==> src/gcni_pkg.sv <==
`default_nettype none

package gcni_pkg;

    // Widths fixed by the register map and the item fields
    localparam int MUL_W       = 32;
    localparam int IDX_W       = 30;
    localparam int HW_W        = 31;
    localparam int EXTENT_W    = 30;
    localparam int CFG_W       = 32;
    localparam int CFG_IDX_W   = 3;
    localparam int MAX_RESULTS = 27;

    // Register indexes on the configuration port
    localparam logic [CFG_IDX_W-1:0] CFG_HALF_WORLD_X = 3'd0;
    localparam logic [CFG_IDX_W-1:0] CFG_HALF_WORLD_Y = 3'd1;
    localparam logic [CFG_IDX_W-1:0] CFG_HALF_WORLD_Z = 3'd2;
    localparam logic [CFG_IDX_W-1:0] CFG_INV_CELL_X   = 3'd3;
    localparam logic [CFG_IDX_W-1:0] CFG_INV_CELL_Y   = 3'd4;
    localparam logic [CFG_IDX_W-1:0] CFG_INV_CELL_Z   = 3'd5;
    localparam logic [CFG_IDX_W-1:0] CFG_GRID_EXTENT  = 3'd6;

    // Products the shared multiplier computes for one item, in issue order
    typedef enum logic [2:0] {
        OP_CELL_X,
        OP_CELL_Y,
        OP_CELL_Z,
        OP_AREA,
        OP_ROW,
        OP_PLANE
    } mul_op_t;

endpackage

`default_nettype wire

==> src/gcni_mul.sv <==
`default_nettype none

module gcni_mul (
    input  wire logic                              aclk,
    input  wire logic                              en,
    input  wire logic [gcni_pkg::MUL_W-1:0]        opnd_a,
    input  wire logic [gcni_pkg::MUL_W-1:0]        opnd_b,
    output logic      [2*gcni_pkg::MUL_W-1:0]      prod
);
    import gcni_pkg::*;

    logic [2*MUL_W-1:0] prod_reg;

    always_ff @(posedge aclk) begin
        if (en) begin
            prod_reg <= opnd_a * opnd_b;
        end
    end

    assign prod = prod_reg;

endmodule

`default_nettype wire

==> src/grid_cell_neighbour_indexer.sv <==
// Uniform-grid cell indexer. Each accepted item carries a signed Q16.16
// position and a command; the block offsets each axis by the half-world
// register, scales it by the inverse cell size, floors and clamps it to the
// grid, and returns the flat index x + y*(nx+1) + z*(ny+1)*(nx+1) (modulo
// 2^30). Command 0 returns one beat, the own cell; command 1 returns every
// cell of the 3x3x3 block around it clipped to the grid, x outermost and z
// innermost, with last on the final beat. All products go through one
// registered 32x32 multiplier, six products per item, each with an issue
// state and a write state; the first result beat follows the sixth write,
// then one beat per cycle while m_ready is high (up to 27 beats); s_ready is
// low from acceptance until the last beat is taken. Write configuration only
// while the block is idle.
`default_nettype none

module grid_cell_neighbour_indexer #(
    parameter int CELL_BITS = 10
) (
    input  wire logic                                aclk,
    input  wire logic                                aresetn,
    input  wire logic                                cfg_we,
    input  wire logic [gcni_pkg::CFG_IDX_W-1:0]      cfg_index,
    input  wire logic [gcni_pkg::CFG_W-1:0]          cfg_wdata,
    input  wire logic                                s_valid,
    output logic                                     s_ready,
    input  wire logic                                s_cmd,
    input  wire logic signed [31:0]                  s_pos_x,
    input  wire logic signed [31:0]                  s_pos_y,
    input  wire logic signed [31:0]                  s_pos_z,
    output logic                                     m_valid,
    input  wire logic                                m_ready,
    output logic      [gcni_pkg::IDX_W-1:0]          m_flat_index,
    output logic                                     m_last
);
    import gcni_pkg::*;

    localparam int EXT_W = 3 * CELL_BITS + EXTENT_W;

    typedef logic [CELL_BITS-1:0] cell_t;
    typedef enum logic [1:0] {ST_IDLE, ST_ISSUE, ST_WRITE, ST_EMIT} state_t;

    function automatic mul_op_t next_op(input mul_op_t op);
        mul_op_t nxt;
        unique case (op)
            OP_CELL_X: nxt = OP_CELL_Y;
            OP_CELL_Y: nxt = OP_CELL_Z;
            OP_CELL_Z: nxt = OP_AREA;
            OP_AREA:   nxt = OP_ROW;
            OP_ROW:    nxt = OP_PLANE;
            default:   nxt = OP_CELL_X;
        endcase
        return nxt;
    endfunction

    // Configuration registers
    logic [HW_W-1:0]     half_world_reg [3];
    logic [MUL_W-1:0]    inv_cell_reg   [3];
    logic [EXTENT_W-1:0] grid_extent_reg;

    always_ff @(posedge aclk) begin
        if (!aresetn) begin
            for (int a = 0; a < 3; a++) begin
                half_world_reg[a] <= '0;
                inv_cell_reg[a]   <= MUL_W'(65536);
            end
            grid_extent_reg <= '0;
        end else if (cfg_we) begin
            unique case (cfg_index)
                CFG_HALF_WORLD_X: half_world_reg[0] <= cfg_wdata[HW_W-1:0];
                CFG_HALF_WORLD_Y: half_world_reg[1] <= cfg_wdata[HW_W-1:0];
                CFG_HALF_WORLD_Z: half_world_reg[2] <= cfg_wdata[HW_W-1:0];
                CFG_INV_CELL_X:   inv_cell_reg[0]   <= cfg_wdata[MUL_W-1:0];
                CFG_INV_CELL_Y:   inv_cell_reg[1]   <= cfg_wdata[MUL_W-1:0];
                CFG_INV_CELL_Z:   inv_cell_reg[2]   <= cfg_wdata[MUL_W-1:0];
                CFG_GRID_EXTENT:  grid_extent_reg   <= cfg_wdata[EXTENT_W-1:0];
                default: ;
            endcase
        end
    end

    // Per-axis maximum cell index and row/plane strides
    logic [EXT_W-1:0]   extent_ext;
    cell_t              axis_max [3];
    logic [CELL_BITS:0] wx;
    logic [CELL_BITS:0] wy;

    assign extent_ext = EXT_W'(grid_extent_reg);

    always_comb begin
        for (int a = 0; a < 3; a++) begin
            axis_max[a] = extent_ext[a*CELL_BITS +: CELL_BITS];
        end
    end

    assign wx = {1'b0, axis_max[0]} + 1'b1;
    assign wy = {1'b0, axis_max[1]} + 1'b1;

    // Offset positions; a sum at or below zero lands in cell 0
    logic signed [31:0]    pos      [3];
    logic signed [MUL_W:0] sum_full [3];
    logic [MUL_W-1:0]      sum_clip [3];

    assign pos[0] = s_pos_x;
    assign pos[1] = s_pos_y;
    assign pos[2] = s_pos_z;

    always_comb begin
        for (int a = 0; a < 3; a++) begin
            sum_full[a] = $signed({pos[a][31], pos[a]}) + $signed({2'b00, half_world_reg[a]});
            sum_clip[a] = (sum_full[a][MUL_W] || (sum_full[a] == '0)) ?
                          '0 : sum_full[a][MUL_W-1:0];
        end
    end

    // Sequencer and walk state
    state_t             state_reg;
    mul_op_t            op_reg;
    logic               cmd_reg;
    logic [MUL_W-1:0]   sum_reg  [3];
    cell_t              c_reg    [3];
    cell_t              lo_reg   [3];
    cell_t              hi_reg   [3];
    logic [IDX_W-1:0]   wxy_reg;
    logic [IDX_W-1:0]   row_reg;
    logic [IDX_W-1:0]   cur_reg;
    logic [IDX_W-1:0]   base_x_reg;
    logic [IDX_W-1:0]   base_y_reg;
    cell_t              xw_reg;
    cell_t              yw_reg;
    cell_t              zw_reg;

    // Shared multiplier
    logic               mul_en;
    logic [MUL_W-1:0]   opnd_a;
    logic [MUL_W-1:0]   opnd_b;
    logic [2*MUL_W-1:0] prod;
    logic [MUL_W-1:0]   prod_hi;

    cell_t              anc [3];
    logic [1:0]         wb_axis;
    cell_t              cell_new;
    logic [IDX_W-1:0]   flat_new;
    logic               walk_last;

    // Cell that the first beat names: own cell or lower corner of the block
    always_comb begin
        for (int a = 0; a < 3; a++) begin
            anc[a] = cmd_reg ? lo_reg[a] : c_reg[a];
        end
    end

    always_comb begin
        unique case (op_reg)
            OP_CELL_X: begin
                opnd_a = sum_reg[0];
                opnd_b = inv_cell_reg[0];
            end
            OP_CELL_Y: begin
                opnd_a = sum_reg[1];
                opnd_b = inv_cell_reg[1];
            end
            OP_CELL_Z: begin
                opnd_a = sum_reg[2];
                opnd_b = inv_cell_reg[2];
            end
            OP_AREA: begin
                opnd_a = MUL_W'(wx);
                opnd_b = MUL_W'(wy);
            end
            OP_ROW: begin
                opnd_a = MUL_W'(anc[1]);
                opnd_b = MUL_W'(wx);
            end
            OP_PLANE: begin
                opnd_a = MUL_W'(anc[2]);
                opnd_b = MUL_W'(wxy_reg);
            end
            default: begin
                opnd_a = '0;
                opnd_b = '0;
            end
        endcase
    end

    assign mul_en = (state_reg == ST_ISSUE);

    gcni_mul u_mul (
        .aclk   (aclk),
        .en     (mul_en),
        .opnd_a (opnd_a),
        .opnd_b (opnd_b),
        .prod   (prod)
    );

    assign prod_hi = prod[2*MUL_W-1:MUL_W];

    always_comb begin
        unique case (op_reg)
            OP_CELL_Y: wb_axis = 2'd1;
            OP_CELL_Z: wb_axis = 2'd2;
            default:   wb_axis = 2'd0;
        endcase
    end

    // Integer part of the Q32.32 product, saturated to the axis maximum
    assign cell_new = (prod_hi > MUL_W'(axis_max[wb_axis])) ?
                      axis_max[wb_axis] : prod_hi[CELL_BITS-1:0];
    assign flat_new = IDX_W'(anc[0]) + row_reg + prod[IDX_W-1:0];

    assign walk_last = !cmd_reg ||
                       ((xw_reg == hi_reg[0]) && (yw_reg == hi_reg[1]) &&
                        (zw_reg == hi_reg[2]));

    always_ff @(posedge aclk) begin
        if (!aresetn) begin
            state_reg <= ST_IDLE;
            op_reg    <= OP_CELL_X;
        end else begin
            unique case (state_reg)
                ST_IDLE: begin
                    if (s_valid) begin
                        cmd_reg <= s_cmd;
                        for (int a = 0; a < 3; a++) begin
                            sum_reg[a] <= sum_clip[a];
                        end
                        op_reg    <= OP_CELL_X;
                        state_reg <= ST_ISSUE;
                    end
                end
                ST_ISSUE: begin
                    state_reg <= ST_WRITE;
                end
                ST_WRITE: begin
                    op_reg    <= next_op(op_reg);
                    state_reg <= ST_ISSUE;
                    unique case (op_reg)
                        OP_CELL_X, OP_CELL_Y, OP_CELL_Z: begin
                            c_reg[wb_axis]  <= cell_new;
                            lo_reg[wb_axis] <= (cell_new == '0) ?
                                               cell_new : cell_t'(cell_new - 1'b1);
                            hi_reg[wb_axis] <= (cell_new < axis_max[wb_axis]) ?
                                               cell_t'(cell_new + 1'b1) : cell_new;
                        end
                        OP_AREA: begin
                            wxy_reg <= prod[IDX_W-1:0];
                        end
                        OP_ROW: begin
                            row_reg <= prod[IDX_W-1:0];
                        end
                        default: begin
                            cur_reg    <= flat_new;
                            base_x_reg <= flat_new;
                            base_y_reg <= flat_new;
                            xw_reg     <= lo_reg[0];
                            yw_reg     <= lo_reg[1];
                            zw_reg     <= lo_reg[2];
                            state_reg  <= ST_EMIT;
                        end
                    endcase
                end
                ST_EMIT: begin
                    if (m_ready) begin
                        if (walk_last) begin
                            state_reg <= ST_IDLE;
                        end else if (zw_reg != hi_reg[2]) begin
                            // advance along z: next plane
                            zw_reg  <= cell_t'(zw_reg + 1'b1);
                            cur_reg <= cur_reg + wxy_reg;
                        end else if (yw_reg != hi_reg[1]) begin
                            // advance along y, rewind z
                            yw_reg     <= cell_t'(yw_reg + 1'b1);
                            zw_reg     <= lo_reg[2];
                            base_y_reg <= base_y_reg + IDX_W'(wx);
                            cur_reg    <= base_y_reg + IDX_W'(wx);
                        end else begin
                            // advance along x, rewind y and z
                            xw_reg     <= cell_t'(xw_reg + 1'b1);
                            yw_reg     <= lo_reg[1];
                            zw_reg     <= lo_reg[2];
                            base_x_reg <= base_x_reg + IDX_W'(1);
                            base_y_reg <= base_x_reg + IDX_W'(1);
                            cur_reg    <= base_x_reg + IDX_W'(1);
                        end
                    end
                end
                default: begin
                    state_reg <= ST_IDLE;
                end
            endcase
        end
    end

    assign s_ready      = (state_reg == ST_IDLE);
    assign m_valid      = (state_reg == ST_EMIT);
    assign m_flat_index = cur_reg;
    assign m_last       = walk_last;

endmodule

`default_nettype wire

==> config.mk <==
export PLATFORM = sky130hd
export DESIGN_NAME = grid_cell_neighbour_indexer
export DESIGN_NICKNAME = d
export VERILOG_FILES = /design/src/gcni_pkg.sv /design/src/gcni_mul.sv /design/src/grid_cell_neighbour_indexer.sv
export SDC_FILE = /design/constraint.sdc
export NUM_CORES = 2
export LEC_CHECK = 0
export ABC_AREA = 1
export BUFFER_PORTS_ARGS = -buffer_cell sky130_fd_sc_hd__buf_2
export CAP_MARGIN = 25
export CORE_MARGIN = 2
export CORE_UTILIZATION = 58
export CTS_BUF_LIST = sky130_fd_sc_hd__clkbuf_2 sky130_fd_sc_hd__clkbuf_4 sky130_fd_sc_hd__clkbuf_8
export DETAILED_ROUTE_END_ITERATION = 10
export PLACE_DENSITY = 0.73
export SYNTH_ARGS = -nofsm -noshare
export SYNTH_HDL_FRONTEND = slang
export SYNTH_SLANG_ARGS = --single-unit
export TNS_END_PERCENT = 30
==> constraint.sdc <==
create_clock -name aclk -period 9.2 [get_ports aclk]
set_clock_uncertainty 0.15 [all_clocks]
set_input_delay 0.46 -clock aclk [delete_from_list [all_inputs] [get_ports aclk]]
set_output_delay 0.46 -clock aclk [all_outputs]
set_load 0.02 [all_outputs]
==> metrics.txt <==
status finished, final reports clean; max-cap viol count 0; TNS Setup 0 ps; CP dominant cell by count fa_1; Hold Vio Cnt, Final 0; Finished Layout Cells 10,900; fin crit share 98.3%; crit end category register; total length of routed wires 268,000 µm; RR Endpoint u_mul.prod[56]; CP arrival 9480 ps; clock sinks 653; layout cells sized above 1 8.71%; # DRC 0; Mapped Area 73,100 µm²; first-pass GRT wire length 396,000 µm; GRT overflow 0; RSZ-0062 raised after global routing yes; clock latency on the worst-skew pair 880 ps; min Tclk post-route 9050 ps; fillcell total 10,900; Nets 10,700; placed cell areas 77,100 µm²; final instance area 80,400 µm²; vias in the first global route 63,700; max frequency 111 MHz; Layout area overhead 9.98%; CTS Buffer Depth 3; Die X-Extent 359 µm; via count 62,800; r2r worst-path depth 29; family with the most delay on the worst path adder cells; IO Pins 170; Slew HR 13.2%; Wirelength per Cell 24.5 µm; post-synthesis net count 10,400; worst setup path start op_reg[1]; DIE HEIGHT 359 µm; core footprint 125,000 µm²; utilization after layout 64.1%; CP Capture Point u_mul.prod[56]; Levels on crit path 29; critical setup path kind register to register; Yosys warnings 0; Syn Area/Cell 8.28 µm²; worst path required time 9630 ps; Detailed Place HPWL 218,000 µm; Startpoint Class register; CTS tree yes; H-tree depth 3; clk slew on worst S/H paths 70 ps; initial DRC count 7,222; Yosys top cell by area edfxtp_1; Crit Path Max Fanout 33; # port buffers 169; Starting Density 58.3%; worst reg2reg setup slack 150 ps; Syn Inst Count 8,834; WP buf/inv 8; RePlAce Congestion 1.03; Die ar. 129,000 µm²; Placed Cells 10,600; most common flop cell mapped by yosys edfxtp_1; root buf cell clkbuf_8; drt first pass iters 6; Total GRT Usage 41.6%; Routed Antenna Nets 0; Least-Margin Pin Slew 1300 ps; Synth area leaders edfxtp_1, fa_1, nand2_1, inv_1, ha_1; Vias per Instance 5.75; fin. max-slew vios 0; FFs w/ async S/R, synth 0%; Seq/Total Area, Yosys 26.3%; setup violators final 0; Post-synth EDFFs 618; min-delay worst type input port to register; TritonCTS Buffers 113; pin count of the biggest net entering global routing 77; RR Startpoint op_reg[1]; FP Rows 130; Critical Path Max Stage Delay 640 ps; Max stage delay cell, worst path fa_1; post-synth top area share 25.4%; initial antenna violation count 21; post-synthesis cell type count 69; Synth Register Bits 653
## cell usage after synthesis, types with 15 or more instances
cell type / instances
xor2_1: 128
ha_1: 470
nand2_1: 2143
xnor2_1: 88
nor3_1: 59
dfxtp_1: 35
inv_1: 1870
a21oi_2: 20
nor4_1: 23
fa_1: 912
a31oi_1: 21
nand3_1: 287
a32o_1: 18
nor2_1: 917
o21ai_0: 265
buf_2: 109
inv_2: 36
or2_2: 30
a22o_1: 30
edfxtp_1: 618
o21bai_1: 31
clkbuf_1: 117
nand4_1: 59
a21oi_1: 301
nand3b_1: 15
a21o_1: 31
o211ai_1: 16
## routing by layer
layer / wire [µm] / GRT usage, % / vias up
li1: - / - / 28000
met1: 101000 / 52.9 / 30300
met2: 115000 / 62.9 / 3668
met3: 33700 / 13.7 / 784
met4: 18200 / 23.3 / 16
met5: 91 / 0 / -
## final cells by class
cell class	instances	area (µm²)	area share (%)
inverter	1914	7220	8.97
multi-input combinational	6024	45900	57.1
antenna	13	32.5	0.0404
clock inverter	63	578	0.719
clock buffer	148	1840	2.28
tap	1650	2060	2.57
sequential	653	19300	23.9
timing repair buffer	466	3550	4.41
## tightest hold or removal path: cells and delay by family
kind | cells | cell delay (ps)
simple gates | 1 | 100
buf+inv | 2 | 190
fa+ha+maj | 1 | 230
## how the worst min path moves through the flow
stage / slack [ps] / end / from / depth (start not counted)
after global routing: 90 / sum_reg[0][1] / s_pos_x[1] / 4
final: 80 / sum_reg[0][1] / s_pos_x[1] / 4
after CTS: 8 / sum_reg[0][65] / s_pos_z[1] / 4
after global placement: 310 / grid_extent_reg[22] / grid_extent_reg[22] / 2
after detailed placement: 320 / grid_extent_reg[22] / grid_extent_reg[22] / 2
after floorplan: 280 / grid_extent_reg[22] / grid_extent_reg[22] / 2
## through the flow
| step | hold WS, ps | worst slack, ps |
|---|---|---|
| detailed placement | 324 | -141 |
| finish | 77.4 | 152 |
| floorplan | 280 | 1220 |
| global route | 86.0 | -81.9 |
| CTS | 7.67 | 55.7 |
| global placement | 311 | -106 |
## cells in the final DEF, fill, tap and decap left out, types with 19 or more instances in the layout
| master | Yosys | routed |
|---|---|---|
| buf_2 | 109 | 169 |
| nand4_1 | 59 | 59 |
| xnor2_1 | 88 | 87 |
| clkbuf_8 | 0 | 116 |
| a21oi_1 | 301 | 297 |
| clkinv_2 | 0 | 23 |
| or2_2 | 30 | 30 |
| clkinv_1 | 7 | 28 |
| clkbuf_4 | 0 | 32 |
| edfxtp_1 | 618 | 618 |
| a31oi_1 | 21 | 20 |
| fa_1 | 912 | 906 |
| a21o_1 | 31 | 31 |
| nand2_1 | 2143 | 2139 |
| nor2_1 | 917 | 902 |
| inv_2 | 36 | 33 |
| dfxtp_1 | 35 | 35 |
| a21oi_2 | 20 | 22 |
| o21bai_1 | 31 | 31 |
| nor4_1 | 23 | 20 |
| nor3_1 | 59 | 54 |
| inv_1 | 1870 | 1863 |
| dlygate4sd3_1 | 0 | 41 |
| buf_12 | 0 | 19 |
| ha_1 | 470 | 466 |
| a22o_1 | 30 | 30 |
| buf_4 | 6 | 215 |
| nand3_1 | 287 | 286 |
| o21ai_0 | 265 | 260 |
| xor2_1 | 128 | 128 |
## cells by family (layout without fill, tap and decap cells)
family,count (synthesis),in the layout,share of synthesized area (%)
AOI/OAI and AO/OA,851,851,7.16
adders and majority gates,1382,1382,33.0
xor gates and xnor gates,216,216,2.59
buffers and inverters,2157,2591,11.3
and+or+nand+nor,3573,3573,19.6
other,0,13,0
DFF,653,653,26.3
muxes,2,2,0.0274
## what timing repair did
action,in CTS,in global routing
gates cloned,0,2
setup buffers,0,17
endpoints found under the setup margin,7,34
endpoints found under the hold margin,108,0
hold buffers,41,0
resized for setup,2,69
pin swaps,0,4
Power is left out: the tool's default activity adds up to more than one toggle a clock period on the data nets, which glitch-free logic cannot reach.
